$ cat config.mk
export PLATFORM = sky130hd
export DESIGN_NAME = draw_without_replacement
export DESIGN_NICKNAME = d
export VERILOG_FILES = /design/src/rtl/dwr_pkg.sv /design/src/rtl/dwr_mod.sv /design/src/rtl/draw_without_replacement.sv
export SDC_FILE = /design/constraint.sdc
export NUM_CORES = 1
export LEC_CHECK = 0
export BUFFER_PORTS_ARGS = -buffer_cell sky130_fd_sc_hd__buf_2
export CAP_MARGIN = 10
export CORE_ASPECT_RATIO = 0.8
export CORE_MARGIN = 2
export CORE_UTILIZATION = 55
export CTS_BUF_LIST = sky130_fd_sc_hd__clkbuf_8
export DETAILED_ROUTE_END_ITERATION = 8
export GPL_ROUTABILITY_DRIVEN = 0
export PLACE_DENSITY = 0.84
export SKIP_LAST_GASP = 1
export SLEW_MARGIN = 20
export SYNTH_ARGS = -nofsm -noshare
export SYNTH_HDL_FRONTEND = slang
export SYNTH_HIERARCHICAL = 1
export SYNTH_SLANG_ARGS = --single-unit
$ cat constraint.sdc
create_clock -name clk -period 4.48 [get_ports clk]
set_input_delay 0.896 -clock clk [delete_from_list [all_inputs] [get_ports clk]]
set_output_delay 0.896 -clock clk [all_outputs]
set_load 0.05 [all_outputs]
$ cat src/rtl/dwr_pkg.sv
// ----------------------------------------------------------------------------
// Draw without replacement package
// Shared constants and transfer types for the draw block and its remainder unit.
// ----------------------------------------------------------------------------
package dwr_pkg;

  localparam int MAX_POOL = 64;
  localparam int ADDR_W   = $clog2(MAX_POOL);
  localparam int VAL_W    = 7;
  localparam int PS_W     = 7;
  localparam int WORD_W   = 31;
  localparam int CNT_W    = $clog2(WORD_W + 1);

  localparam logic [PS_W-1:0] POOL_SIZE_RST = PS_W'(35);

  localparam logic MODE_RESTART = 1'b0;
  localparam logic MODE_DRAW    = 1'b1;

  typedef struct packed {
    logic              mode;
    logic [WORD_W-1:0] random_word;
  } dwr_in_t;

  typedef struct packed {
    logic [VAL_W-1:0] drawn_value;
    logic             exhausted;
  } dwr_out_t;

endpackage

$ cat src/rtl/dwr_mod.sv
// ----------------------------------------------------------------------------
// Draw without replacement remainder unit
// Bit-serial restoring remainder of the random word by the current pool index.
// ----------------------------------------------------------------------------
module dwr_mod
  import dwr_pkg::*;
(
  input  logic              clk,
  input  logic              rst_n,
  input  logic              start,
  input  logic [WORD_W-1:0] dividend,
  input  logic [ADDR_W-1:0] divisor,
  output logic              done,
  output logic [ADDR_W-1:0] remainder
);

  logic [WORD_W-1:0] word_r;
  logic [ADDR_W-1:0] div_r;
  logic [ADDR_W-1:0] rem_r;
  logic [CNT_W-1:0]  cnt_r;
  logic              run_r;
  logic              done_r;
  logic [ADDR_W:0]   trial;
  logic [ADDR_W:0]   trial_sub;
  logic [ADDR_W-1:0] rem_nxt;

  always_comb begin
    trial     = {rem_r, word_r[WORD_W-1]};
    trial_sub = trial - {1'b0, div_r};
    if (trial >= {1'b0, div_r}) begin
      rem_nxt = trial_sub[ADDR_W-1:0];
    end else begin
      rem_nxt = trial[ADDR_W-1:0];
    end
  end

  always_ff @(posedge clk) begin
    if (!rst_n) begin
      run_r  <= 1'b0;
      done_r <= 1'b0;
      cnt_r  <= '0;
    end else begin
      done_r <= 1'b0;
      if (start) begin
        run_r <= 1'b1;
        cnt_r <= CNT_W'(WORD_W);
      end else if (run_r) begin
        cnt_r <= cnt_r - 1'b1;
        if (cnt_r == CNT_W'(1)) begin
          run_r  <= 1'b0;
          done_r <= 1'b1;
        end
      end
    end
  end

  always_ff @(posedge clk) begin
    if (start) begin
      word_r <= dividend;
      div_r  <= divisor;
      rem_r  <= '0;
    end else if (run_r) begin
      word_r <= {word_r[WORD_W-2:0], 1'b0};
      rem_r  <= rem_nxt;
    end
  end

  assign done      = done_r;
  assign remainder = rem_r;

endmodule

$ cat src/rtl/draw_without_replacement.sv
// ----------------------------------------------------------------------------
// Draw without replacement
// Partial shuffle of a pool table that hands out each value at most once.
// ----------------------------------------------------------------------------
// An input transfer is taken when start is high and busy is low. A restart
// transfer refills the pool so that entry j holds j+1 and clears the draw
// count; a draw transfer uses random_word to pick and swap one pool entry.
// Every input transfer gives exactly one result, shown for one cycle with
// out_valid high; the receiver cannot stall, so the result must be taken.
// A restart or an exhausted draw answers in the cycle after the transfer.
// A normal draw runs the 31-step bit-serial remainder unit and then a
// read-read-write-write swap on the pool memory; busy is high until the
// result is shown, and a new item can be taken in the cycle it is shown.
// pool_size is written through cfg_we and cfg_wdata; the user must write
// it only while the block is idle, which the block itself does not enforce.
// After reset pool_size is 35, the draw count is zero and the pool reads as
// freshly filled, since per-entry valid bits stand in for the refill.
// ----------------------------------------------------------------------------
module draw_without_replacement
  import dwr_pkg::*;
(
  input  logic            clk,
  input  logic            rst_n,
  input  logic            start,
  output logic            busy,
  input  dwr_in_t         in_data,
  output logic            out_valid,
  output dwr_out_t        out_data,
  input  logic            cfg_we,
  input  logic [PS_W-1:0] cfg_wdata
);

  typedef enum logic [2:0] {
    S_IDLE,
    S_DIV,
    S_RD_K,
    S_RD_R,
    S_WR_R
  } state_t;

  state_t            state_r;
  logic [PS_W-1:0]   pool_size_r;
  logic [ADDR_W-1:0] dc_r;
  logic [ADDR_W-1:0] r_r;
  logic [ADDR_W-1:0] k_r;
  logic [VAL_W-1:0]  val_k_r;
  logic              out_valid_r;
  dwr_out_t          out_data_r;

  logic [VAL_W-1:0]  mem [MAX_POOL];
  logic [MAX_POOL-1:0] vld_r;
  logic [VAL_W-1:0]  rd_data_r;
  logic              rd_vld_r;
  logic [ADDR_W-1:0] rd_addr_r;

  logic              accept;
  logic [PS_W-1:0]   n_eff;
  logic              exh;
  logic [ADDR_W-1:0] r_calc;
  logic              div_start;
  logic              div_done;
  logic [ADDR_W-1:0] div_rem;
  logic [ADDR_W-1:0] rd_addr;
  logic              wr_en;
  logic [ADDR_W-1:0] wr_addr;
  logic [VAL_W-1:0]  wr_data;
  logic [VAL_W-1:0]  rd_val;

  assign accept = start && !busy;
  assign busy   = (state_r != S_IDLE);

  always_comb begin
    if (int'(pool_size_r) > MAX_POOL) begin
      n_eff = PS_W'(MAX_POOL);
    end else begin
      n_eff = pool_size_r;
    end
    exh       = (int'(dc_r) + 1) >= int'(n_eff);
    r_calc    = ADDR_W'(int'(n_eff) - int'(dc_r) - 1);
    div_start = accept && (in_data.mode == MODE_DRAW) && !exh;
  end

  dwr_mod u_mod (
    .clk       (clk),
    .rst_n     (rst_n),
    .start     (div_start),
    .dividend  (in_data.random_word),
    .divisor   (r_calc),
    .done      (div_done),
    .remainder (div_rem)
  );

  assign rd_val = rd_vld_r ? rd_data_r : (VAL_W'(rd_addr_r) + VAL_W'(1));

  always_comb begin
    rd_addr = r_r;
    wr_en   = 1'b0;
    wr_addr = r_r;
    wr_data = val_k_r;
    unique case (state_r)
      S_DIV: begin
        rd_addr = div_rem;
      end
      S_RD_R: begin
        wr_en   = 1'b1;
        wr_addr = k_r;
        wr_data = rd_val;
      end
      S_WR_R: begin
        wr_en = 1'b1;
      end
      default: begin
        rd_addr = r_r;
      end
    endcase
  end

  always_ff @(posedge clk) begin
    if (wr_en) begin
      mem[wr_addr] <= wr_data;
    end
    rd_data_r <= mem[rd_addr];
    rd_addr_r <= rd_addr;
  end

  always_ff @(posedge clk) begin
    if (!rst_n) begin
      vld_r    <= '0;
      rd_vld_r <= 1'b0;
    end else begin
      rd_vld_r <= vld_r[rd_addr];
      if (accept && (in_data.mode == MODE_RESTART)) begin
        vld_r <= '0;
      end else if (wr_en) begin
        vld_r[wr_addr] <= 1'b1;
      end
    end
  end

  always_ff @(posedge clk) begin
    if (!rst_n) begin
      pool_size_r <= POOL_SIZE_RST;
    end else if (cfg_we) begin
      pool_size_r <= cfg_wdata;
    end
  end

  always_ff @(posedge clk) begin
    if (!rst_n) begin
      state_r     <= S_IDLE;
      dc_r        <= '0;
      out_valid_r <= 1'b0;
      out_data_r  <= '0;
      r_r         <= '0;
      k_r         <= '0;
      val_k_r     <= '0;
    end else begin
      out_valid_r <= 1'b0;
      unique case (state_r)
        S_IDLE: begin
          if (accept) begin
            if (in_data.mode == MODE_RESTART) begin
              dc_r        <= '0;
              out_valid_r <= 1'b1;
              out_data_r  <= '0;
            end else if (exh) begin
              out_valid_r           <= 1'b1;
              out_data_r.drawn_value <= '0;
              out_data_r.exhausted   <= 1'b1;
            end else begin
              r_r     <= r_calc;
              state_r <= S_DIV;
            end
          end
        end
        S_DIV: begin
          if (div_done) begin
            k_r     <= div_rem;
            state_r <= S_RD_K;
          end
        end
        S_RD_K: begin
          val_k_r <= rd_val;
          state_r <= S_RD_R;
        end
        S_RD_R: begin
          state_r <= S_WR_R;
        end
        S_WR_R: begin
          dc_r                   <= dc_r + 1'b1;
          out_valid_r            <= 1'b1;
          out_data_r.drawn_value <= val_k_r;
          out_data_r.exhausted   <= 1'b0;
          state_r                <= S_IDLE;
        end
        default: begin
          state_r <= S_IDLE;
        end
      endcase
    end
  end

  assign out_valid = out_valid_r;
  assign out_data  = out_data_r;

  // A draw that can proceed must hand its work to the remainder unit.
  a_draw_to_div: assert property (@(posedge clk) disable iff (!rst_n)
    div_start |=> (state_r == S_DIV))
    else $error("draw did not enter the remainder phase");

  // The remainder unit only finishes while the sequencer waits for it.
  a_done_in_div: assert property (@(posedge clk) disable iff (!rst_n)
    div_done |-> (state_r == S_DIV))
    else $error("remainder finished outside the remainder phase");

  // The swap always ends in exactly one result transfer.
  a_swap_result: assert property (@(posedge clk) disable iff (!rst_n)
    (state_r == S_WR_R) |=> (out_valid && !out_data.exhausted))
    else $error("swap did not produce a result");

  // An exhausted result never carries a value.
  a_exh_zero: assert property (@(posedge clk) disable iff (!rst_n)
    (out_valid && out_data.exhausted) |-> (out_data.drawn_value == '0))
    else $error("exhausted result carries a value");

  // The swapped index lies strictly below the top index.
  a_k_below_r: assert property (@(posedge clk) disable iff (!rst_n)
    (state_r == S_RD_K) |-> (k_r < r_r))
    else $error("swap index out of range");

endmodule
## Word level (Yosys, flattened, before mapping)

Memories as Yosys holds them, arrays and structs flattened. A register that Yosys moved wholly into a read port is not among the register bits.
Cells that the tools add are included.

| cells by class | value |
|---|---|
| add/subtract/negate cells | 7 |
| multiply operators | 0 |
| divide/modulo/power cells | 0 |
| order comparisons | 6 |
| eq/ne operators | 11 |
| shifts and indexed selects | 0 |
| mux-type cells | 37 |
| bitwise gates (word level) | 5 |
| reduce and logical (&&, ||, !) cells | 19 |

Operators with widths:

| operator | number |
|---|---|
| bitwise OR 64 bit | 1 |
| 2-to-1 mux 31 bit | 2 |
| 2-to-1 mux 6 bit | 5 |
| 2-to-1 mux 8 bit | 3 |
| 2-to-1 mux 7 bit | 3 |
| case mux 8 bit (2 select lines) | 1 |
| adder 6 x 1 -> 7 bit (second input constant) | 2 |
| < comparator 6 x 7 -> 1 bit (second input constant) | 2 |
| 2-to-1 mux 1 bit | 12 |
| 2-to-1 mux 3 bit | 4 |
| case mux 3 bit (4 select lines) | 1 |
| case mux 6 bit (2 select lines) | 1 |
| subtractor 6 bit | 2 |
| 2-to-1 mux 5 bit | 2 |
| != test 2 bit (second input constant) | 4 |
| AND reduction 4 bit | 2 |
| >= comparator 7 x 6 -> 1 bit | 1 |
| >= comparator 7 bit | 1 |
| greater-than comparator 7 bit (second input constant) | 1 |
| adder 6 x 1 -> 6 bit (second input constant) | 1 |
| binary-select mux 1 bit (select 6 bit) | 1 |
| demux 1 bit (select 6 bit) | 1 |
| equality test 3 x 2 -> 1 bit (second input constant) | 2 |
| >= comparator 6 x 1 -> 1 bit (second input constant) | 1 |
| 18 further kinds | 29 |

| word-level totals | value |
|---|---|
| register bits after elaboration | 165 |
| latch bits | 0 |
| memory bits (writable) | 448 |
| ROM bits | 0 |
| bits of input ports | 43 |
| output and inout port bits | 10 |
| logic and storage cells | 104 |
| memories | 1 |

Memory list:

| name | depth | width | rd ports | clocked after Yosys merged registers in | wr ports | RTL line | source |
|---|---|---|---|---|---|---|---|
| mem | 64 | 7 | 1 | 1 | 1 | draw_without_replacement.sv:50 | `logic [VAL_W-1:0] mem [MAX_POOL];` |

## Logic depth before layout (Yosys ltp)

Gate-level depths: netlist of run 1.

| depth | value |
|---|---|
| depth in word-level cells | 7 |
| mapped depth | 14 |
| gate-level depth less buffers | 12 |

## Hierarchy

The synthesis of run 1 kept the hierarchy.

Modules (own cells, without submodules):

| module | times used | cells each | area an instance (um2) | sequential area each (um2) |
|---|---|---|---|---|
| draw_without_replacement | 1 | 1820 | 22992.1 | 15895.2 |
| dwr_mod | 1 | 177 | 2374.8 | 1371.3 |

## Least setup slack after synthesis of run 1

Ideal clock, no wire load.

| timing | value |
|---|---|
| kind | register to register |
| start point | register state_r[2] |
| end point | memory mem[0][5] (data pin) |
| setup time | 702 ps |
| arrival | 3895 ps |
| data required time | 3778 ps |
| slack | -117 ps |
| stages on the path, launching flop included | 7 |
| path buffers | 4 |
| clock period less this slack | 4597 ps |
| path through | dfxtp_1 clkbuf_1 or2_2 clkbuf_1 clkbuf_1 clkbuf_1 o21ai_0 |

| on the way | value |
|---|---|
| longest elaborated chain between the ends | 2 |

Ends and longest elaborated chain:

| what | RTL line | source |
|---|---|---|
| start: declaration | draw_without_replacement.sv:41 | `state_t state_r;` |
| start signal: assignment | draw_without_replacement.sv:150 | `state_r <= S_IDLE;` |
| start signal: assignment | draw_without_replacement.sv:172 | `state_r <= S_DIV;` |
| start signal: assignment | draw_without_replacement.sv:179 | `state_r <= S_RD_K;` |
| equality test 3 x 2 -> 1 bit | draw_without_replacement.sv:100 | `unique case (state_r)` |
| 2-to-1 mux 7 bit | draw_without_replacement.sv:100 |  |
| named net wr_data[5] | draw_without_replacement.sv:66 | `logic [VAL_W-1:0] wr_data;` |
| end: declaration | draw_without_replacement.sv:50 |  |

The timed path passes the listed nets, and every way through them passes these cells.

## Worst setup path after layout of run 1

| timing | value |
|---|---|
| start point | register state_r[0] |
| end point | register rd_data_r[0], read port of mem |

| on the way | value |
|---|---|
| longest elaborated chain between the ends | 2 |

Ends and longest elaborated chain:

| what | RTL line | source |
|---|---|---|
| equality test 3 x 1 -> 1 bit | draw_without_replacement.sv:100 |  |
| 2-to-1 mux 6 bit | draw_without_replacement.sv:100 |  |
| end: declaration | draw_without_replacement.sv:52 | `logic [VAL_W-1:0] rd_data_r;` |

No other way between the ends.
A chain may end at the register's enable or synchronous reset.

==> results.txt, run 1 <==
----------------------------------------------------
[Run status]
  Run status ... finished clean

[Synthesis]
  Top flip-flop cell by instance count after synthesis ... sky130_fd_sc_hd__edfxtp_1
  Cell types with the largest area share after synthesis ... sky130_fd_sc_hd__edfxtp_1 57%, sky130_fd_sc_hd__dfxtp_1 11%, sky130_fd_sc_hd__nand2_1 5.9%
  Largest area contributor in the netlist ... sky130_fd_sc_hd__edfxtp_1
  Top-area cell type share of the netlist area ... 57.41%
  Synth Net Count ... 2063
  Synth Register Bits ... 620
  Mean area per synthesized cell ... 12.70 sq um
  Post-synth EDFFs ... 485
  Number of standard cells after synthesis ... 1997
  Cell with the most instances after synthesis ... sky130_fd_sc_hd__edfxtp_1
  Count of synthesis-stage warnings from yosys ... 6
  Top cells by instance count after synthesis ... 485 x sky130_fd_sc_hd__edfxtp_1, 399 x sky130_fd_sc_hd__nand2_1, 143 x sky130_fd_sc_hd__nor2_1, 135 x sky130_fd_sc_hd__dfxtp_1, 131 x sky130_fd_sc_hd__mux2i_1
  Netlist cell types ... 68
  Part of the Yosys area used for sequential elements ... 68.07%
  Cell area after technology mapping ... 25370 sq um
  Post-synth ARST share ... 0%

[STA]
  Fraction of the cycle the final worst path needs ... 87.72%
  Final Hold Viols ... 0
  Fmax achieved ... 254.5 MHz
  Worst Max-Slew Pin Slew ... 1.067 ns
  Final setup fails ... 0
  Least setup slack across all paths after layout ... 0.5501 ns
  Relative slew slack ... 28.59%
  Worst Skew ... 0.03267 ns
  Setup repair after global routing missed its margin ... no
  Tmin final ... 3.930 ns
  Max Slew Vio Count ... 0

[Worst hold path]
  Min-delay worst type ... register to register

[Floorplan]
  Core box area ... 45630 sq um
  Rows ... 70
  Initial cell density of the core ... 55.59%
  Ports placed on the boundary ... 53
  Die area ... 47870 sq um
  Y dimension of the die ... 196.1 microns
  Die X-Extent ... 244.1 microns

[Clock network]
  Clock Tree Buf Depth ... 3
  Number of buffers created by CTS ... 90
  Clock tree sinks ... 620
  Clock tree from TritonCTS ... yes
  Post-cts sizing count ... 0
  CTS Hold Bufs ... 0
  Clk Tree Root Cell ... sky130_fd_sc_hd__clkbuf_8
  Worst skew pair latency ... 0.66 ns
  Post-CTS Setup Inserts ... 0
  H-tree depth ... 3
  Clock transition at the registers of the reported paths ... 0.07 ns

[GRT]
  Wire length of the first global-routing pass ... 95.21 mm
  Number of global-route vias before repair ... 16560
  Aggregate global routing overflow ... 0
  Number of antenna violations at the first check in global routing ... 1
  GRT Total Usage ... 25.90%
  Pin count of the biggest net entering global routing ... 163

[Pwr]
  Max VDD drop ... 0.2327 mV
  Lkg Pwr ... 9.954 nW
  Power density relative to cell area ... 447.0 nW/um^2

[Detailed routing]
  DRT antenna net count ... 0
  Initial drt markers ... 2518
  Wire per inst ... 22.55 microns
  Post-detailed-route DRC marker count ... 0
  Mean number of vias per cell ... 6.184
  Total via count in the routed design ... 17010
  Length of the first detailed-routing pass in iterations ... 7
  Total length of routed wires ... 62.00 mm

[Setup path]
  Worst EP required ... 5.06 ns
  Critical Path AT ... 4.51 ns
  Critical path, cell by cell ... or3b_1 > a21oi_4 > buf_12 > nand2_1 > a32oi_1 > a31oi_1 > nor4_1 > and3_1
  Kind of critical path ... register to register
  Kind of start point of the critical path ... register
  Critical path endpoint category ... register
  Maximum fanout along the worst path ... 162
  Slowest stage cell on the critical path ... sky130_fd_sc_hd__or3b_1
  Slowest stage delay, CP ... 0.70 ns

[Job]
  Max-capacitance violation count ... 0

[Finish]
  Area taken by flip-flops and latches ... 17270 sq um
  Finished layout cell area ... 28050 sq um
  Filler cells ... 3252
  Area Overhead vs Synth ... 10.59%
  Footprint of the multi-input gates ... 7572 sq um
  Count of nets after finishing ... 2128
  Ratio of cells with drive above 1 in the final layout ... 12.39%
  Number of inserted diodes ... 0

[Placed design]
  Instance area after placement ... 26310 sq um
  Half-perimeter wire length after placement ... 39.21 mm
  Port Buffer Count ... 52
  Setup slack at placement ... 0.7099 ns

----------------------------------------------------
[stage by stage]
step | util, % | instances | hold WS (ns) | total power, mW | TNS, ns
finish | 61.48 | 2750 | 0.4680 | 12.54 | 0
global route | 61.48 | 2750 | 0.4713 | 12.95 | 0
CTS | 61.48 | 2750 | 0.4332 | 12.51 | 0
detailed placement | 57.66 | 2582 | 0.4527 | 8.267 | 0
global placement | 57.60 | 2581 | 0.4460 | 8.197 | 0
floorplan | - | 1997 | 0.4332 | 7.753 | -14.99
[power breakdown]
part / switching [mW] / internal, mW / leakage (nW)
Combinational: 1.17 / 0.619 / 3.29
Sequential: 0.140 / 6.28 / 5.61
Clock: 2.13 / 2.19 / 1.05
[layout by cell type, fill, tap and decap left out, drive strengths merged, types with 14 or more instances in the layout]
master | synthesis | layout
a211oi | 14 | 14
a21oi | 30 | 30
a31oi | 38 | 38
a32oi | 50 | 50
buf | 62 | 78
clkbuf | 43 | 108
clkinv | 0 | 16
dfxtp | 135 | 135
edfxtp | 485 | 485
ha | 21 | 21
inv | 36 | 79
mux2 | 35 | 35
mux2i | 134 | 134
nand2 | 399 | 399
nand3 | 126 | 126
nor2 | 145 | 145
o21a | 71 | 71
o21ai | 18 | 18
o22ai | 16 | 16
[registers in the layout (all words and copies together), names as in the netlist]
name and flops:
val_k_r 7, u_mod/run_r 1, rd_vld_r 1, u_mod/done 1, vld_r 64, state_r 3, u_mod/remainder 6, dc_r 6
rd_data_r 7, out_valid 1, r_r 6, rd_addr_r 6, pool_size_r 7, u_mod/cnt_r 5, mem 448, u_mod/div_r 6
u_mod/word_r 31, k_r 6, out_data 8
[final timing paths]
kind | from | to | slack, ns | cells past startpoint
worst max-delay path | state_r[0] | rd_data_r[0] | 0.55 | 8
worst min-delay path | vld_r[48] | vld_r[48] | 0.47 | 1
worst max register to register | state_r[0] | rd_data_r[0] | 0.55 | 8
worst min register to register | vld_r[48] | vld_r[48] | 0.47 | 1
[cells by family after synthesis]
group                      after synthesis  synth area share [%]
muxes                                  169                 6.969
xor gates and xnor gates                21                0.7250
and+or+nand+nor                        749                 12.64
DFF                                    620                 68.07
buffers and inverters                  141                 2.575
adders and majority gates               25                 1.273
AOI/OAI and AO/OA                      272                 7.754
[critical path, delay by kind of cell (launching register included)]
family	cells	cell delay (ns)
AO/OA/AOI/OAI	3	0.90
AND/OR/NAND/NOR	4	1.72
flip-flops	1	0.45
buffers and inverters	1	0.46
[final cells by class]
| type | count | area share, % |
|---|---|---|
| clock buffer | 108 | 5.298 |
| clock inverter | 60 | 0.9187 |
| inverter | 36 | 0.5084 |
| multi-input combinational | 1236 | 26.99 |
| sequential | 620 | 61.55 |
| tap | 612 | 2.729 |
| timing repair buffer | 78 | 2.007 |
[metal layers]
layer  share of wire, %  wire length [microns]  track usage, %  up-vias
li1                   -                      -               -     7472
met1                 39                  24450           36.44     8188
met2                 45                  27610           38.96     1166
met3                 12                   7526           6.101      179
met4                3.9                   2400           10.75        2
met5              0.021                     13               0        -
Note: power is estimated with default switching activity, not from simulation.
==> run 2: changes to the inputs <==
--- a/config.mk
+++ b/config.mk
@@ -5,15 +5,15 @@
 export SDC_FILE = /design/constraint.sdc
 export NUM_CORES = 1
 export LEC_CHECK = 0
-export BUFFER_PORTS_ARGS = -buffer_cell sky130_fd_sc_hd__buf_2
 export CAP_MARGIN = 10
 export CORE_ASPECT_RATIO = 0.8
 export CORE_MARGIN = 2
 export CORE_UTILIZATION = 55
 export CTS_BUF_LIST = sky130_fd_sc_hd__clkbuf_8
 export DETAILED_ROUTE_END_ITERATION = 8
+export DONT_BUFFER_PORTS = 1
 export GPL_ROUTABILITY_DRIVEN = 0
-export PLACE_DENSITY = 0.84
+export PLACE_DENSITY = 0.83
 export SKIP_LAST_GASP = 1
 export SLEW_MARGIN = 20
 export SYNTH_ARGS = -nofsm -noshare
==> run 2 against run 1 <==
  * Sequential share of layout area grew 0.70 points
  * Wire length shrank 1.5%
  * Clock power shrank 3%
  * Sequential power about the same
  * Core utilization is 0.69 points lower
  * Critical path type unchanged
  * Clock skew rose by 0.015 ns
  * Critical endpoint is now rd_data_r[4]
  * Die area did not move
  * Highest routed layer is now met4
==> results.txt, run 2 (synthesized netlist as in run 1, its figures left out) <==
----------------------------------------------------
[Run status]
  Run status ... finished clean

[Floorplan]
  Die area ... 47870 sq um (unchanged)
  Core box area ... 45630 sq um (unchanged)
  Ports placed on the boundary ... 53 (unchanged)
  Initial cell density of the core ... 55.59% (unchanged)
  Rows ... 70 (unchanged)
  Die X-Extent ... 244.1 microns (unchanged)
  Y dimension of the die ... 196.1 microns (unchanged)

[GRT]
  Pin count of the biggest net entering global routing ... 114 (-30%)
  Aggregate global routing overflow ... 0 (unchanged)
  Wire length of the first global-routing pass ... 93.83 mm (-1.5%)
  Number of global-route vias before repair ... 16130 (-2.6%)
  Number of antenna violations at the first check in global routing ... 1 (unchanged)
  GRT Total Usage ... 25.55% (-0.35 points)

[STA]
  Final Hold Viols ... 0 (unchanged)
  Fraction of the cycle the final worst path needs ... 91.74% (+4.0 points)
  Final setup fails ... 0 (unchanged)
  Worst Max-Slew Pin Slew ... 1.236 ns (+0.1686 ns)
  Sum of negative setup slack ... 0 ns (unchanged)
  Tmin final ... 4.110 ns (+0.1802 ns)
  Setup repair after global routing missed its margin ... no
  Least setup slack across all paths after layout ... 0.3699 ns (-0.1802 ns)
  Max Slew Vio Count ... 0 (unchanged)
  Min Hold Slack ... 0.3108 ns (-0.1572 ns)
  Relative slew slack ... 16.86% (-12 points)
  Worst Skew ... 0.04786 ns (+0.01519 ns)
  Fmax achieved ... 243.3 MHz (-4.4%)

[Pwr]
  Tot Pwr ... 12.43 mW (-0.88%)
  Max VDD drop ... 0.2858 mV (+23%)
  Lkg Pwr ... 9.692 nW (-2.6%)
  Power density relative to cell area ... 448.2 nW/um^2 (+0.25%)

[Setup path]
  Worst path bufs/invs ... 2 (+1)
  Slowest stage delay, CP ... 1.05 ns (+0.35 ns)
  Critical path, cell by cell ... or3b_1 > a21oi_4 > inv_8 > buf_4 > nand2_1 > a32oi_1 > a31oi_1 > nor4_1 > and3_1
  Slowest stage cell on the critical path ... sky130_fd_sc_hd__nor4_1
  Critical path endpoint category ... register
  Worst EP required ... 5.09 ns (+0.03 ns)
  Kind of critical path ... register to register
  Critical Path AT ... 4.72 ns (+0.21 ns)
  Maximum fanout along the worst path ... 87 (-46%)
  Top cell family by delay on the critical path ... simple AND/OR/NAND/NOR gates
  Kind of start point of the critical path ... register

[Clock network]
  Post-CTS Setup Inserts ... 0 (unchanged)
  Number of buffers created by CTS ... 88 (-2.2%)
  Clk Tree Root Cell ... sky130_fd_sc_hd__clkbuf_8
  Clock tree sinks ... 620 (unchanged)
  H-tree depth ... 3 (unchanged)
  Post-cts sizing count ... 0 (unchanged)
  Worst skew pair latency ... 0.68 ns (+0.02 ns)
  Clock Tree Buf Depth ... 3 (unchanged)
  CTS Hold Bufs ... 0 (unchanged)
  Clock transition at the registers of the reported paths ... 0.06 ns (about the same)
  Clock tree from TritonCTS ... yes

[Finish]
  Finished layout cell area ... 27740 sq um (-1.1%)
  Ratio of cells with drive above 1 in the final layout ... 10.54% (-1.9 points)
  Number of standard cells in the layout, taps in and fillers out ... 2701 (-1.8%)
  Area Overhead vs Synth ... 9.347%
  Final core utilization ... 60.79% (-0.69 points)
  Register with the most flip-flops ... mem
  Largest registers ranked by flip-flop count ... mem (448), vld_r (64), u_mod/word_r (31)
  Max FFs per register ... 448 (unchanged)
  Leading cell type in the layout, fill and taps excluded ... sky130_fd_sc_hd__edfxtp_1
  Count of nets after finishing ... 2083 (-2.1%)
  Most frequent cells in the layout ... 485 x sky130_fd_sc_hd__edfxtp_1, 399 x sky130_fd_sc_hd__nand2_1, 141 x sky130_fd_sc_hd__nor2_1, 135 x sky130_fd_sc_hd__dfxtp_1, 131 x sky130_fd_sc_hd__mux2i_1

[Detailed routing]
  Total via count in the routed design ... 16710 (-1.7%)
  Initial drt markers ... 2357 (-6.4%)
  Mean number of vias per cell ... 6.188 (about the same)
  DRT antenna net count ... 0 (unchanged)
  Total length of routed wires ... 61.05 mm (-1.5%)
  Length of the first detailed-routing pass in iterations ... 6 (-1)
  Wire per inst ... 22.60 microns (+0.25%)
  Post-detailed-route DRC marker count ... 0 (unchanged)

[Placed design]
  Half-perimeter wire length after placement ... 38.66 mm (-1.4%)
  Setup slack at placement ... 0.5259 ns (-0.1839 ns)
  Instance area after placement ... 26040 sq um (-1.0%)
  Cell count after placement ... 2538 (-1.7%)
  Port Buffer Count ... 0 (-100%)

[Job]
  Max-capacitance violation count ... 0 (unchanged)

[Worst hold path]
  Min-delay worst type ... primary input to register

----------------------------------------------------
==> run 2: worst paths after layout <==
check	from	end	slack, ns	cells after the start
worst max-delay path	state_r[2]	rd_data_r[4]	0.37	9
worst min-delay path	rst_n	pool_size_r[5]	0.31	1
worst max register to register	state_r[2]	rd_data_r[4]	0.37	9
worst min register to register	vld_r[38]	vld_r[38]	0.47	1
==> run 2: per-layer routing <==
| metal | part of all wire [%] | routed length (microns) | global-route usage (%) |
|---|---|---|---|
| met4 | 2.8 | 1705 | 8.785 |
| met3 | 11 | 6890 | 5.363 |
| met1 | 40 | 24480 | 36.15 |
| met2 | 46 | 27980 | 39.56 |
| met5 | 0 | 0 | 0 |
==> run 2: final cells by class <==
cell class | instances | area (sq um)
Antenna cell | 2 | 5.005
Clock buffer | 99 | 1363
Clock inverter | 61 | 302.8
Fill cell | 3348 | 17890
Inverter | 36 | 142.6
Multi-Input combinational cell | 1236 | 7572
Sequential cell | 620 | 17270
Tap cell | 612 | 765.7
Timing Repair Buffer | 35 | 320.3
==> run 2: report_power, final <==
| part | internal, mW | switching [mW] |
|---|---|---|
| Sequential | 6.28 | 0.146 |
| Combinational | 0.619 | 1.19 |
| Clock | 2.09 | 2.11 |
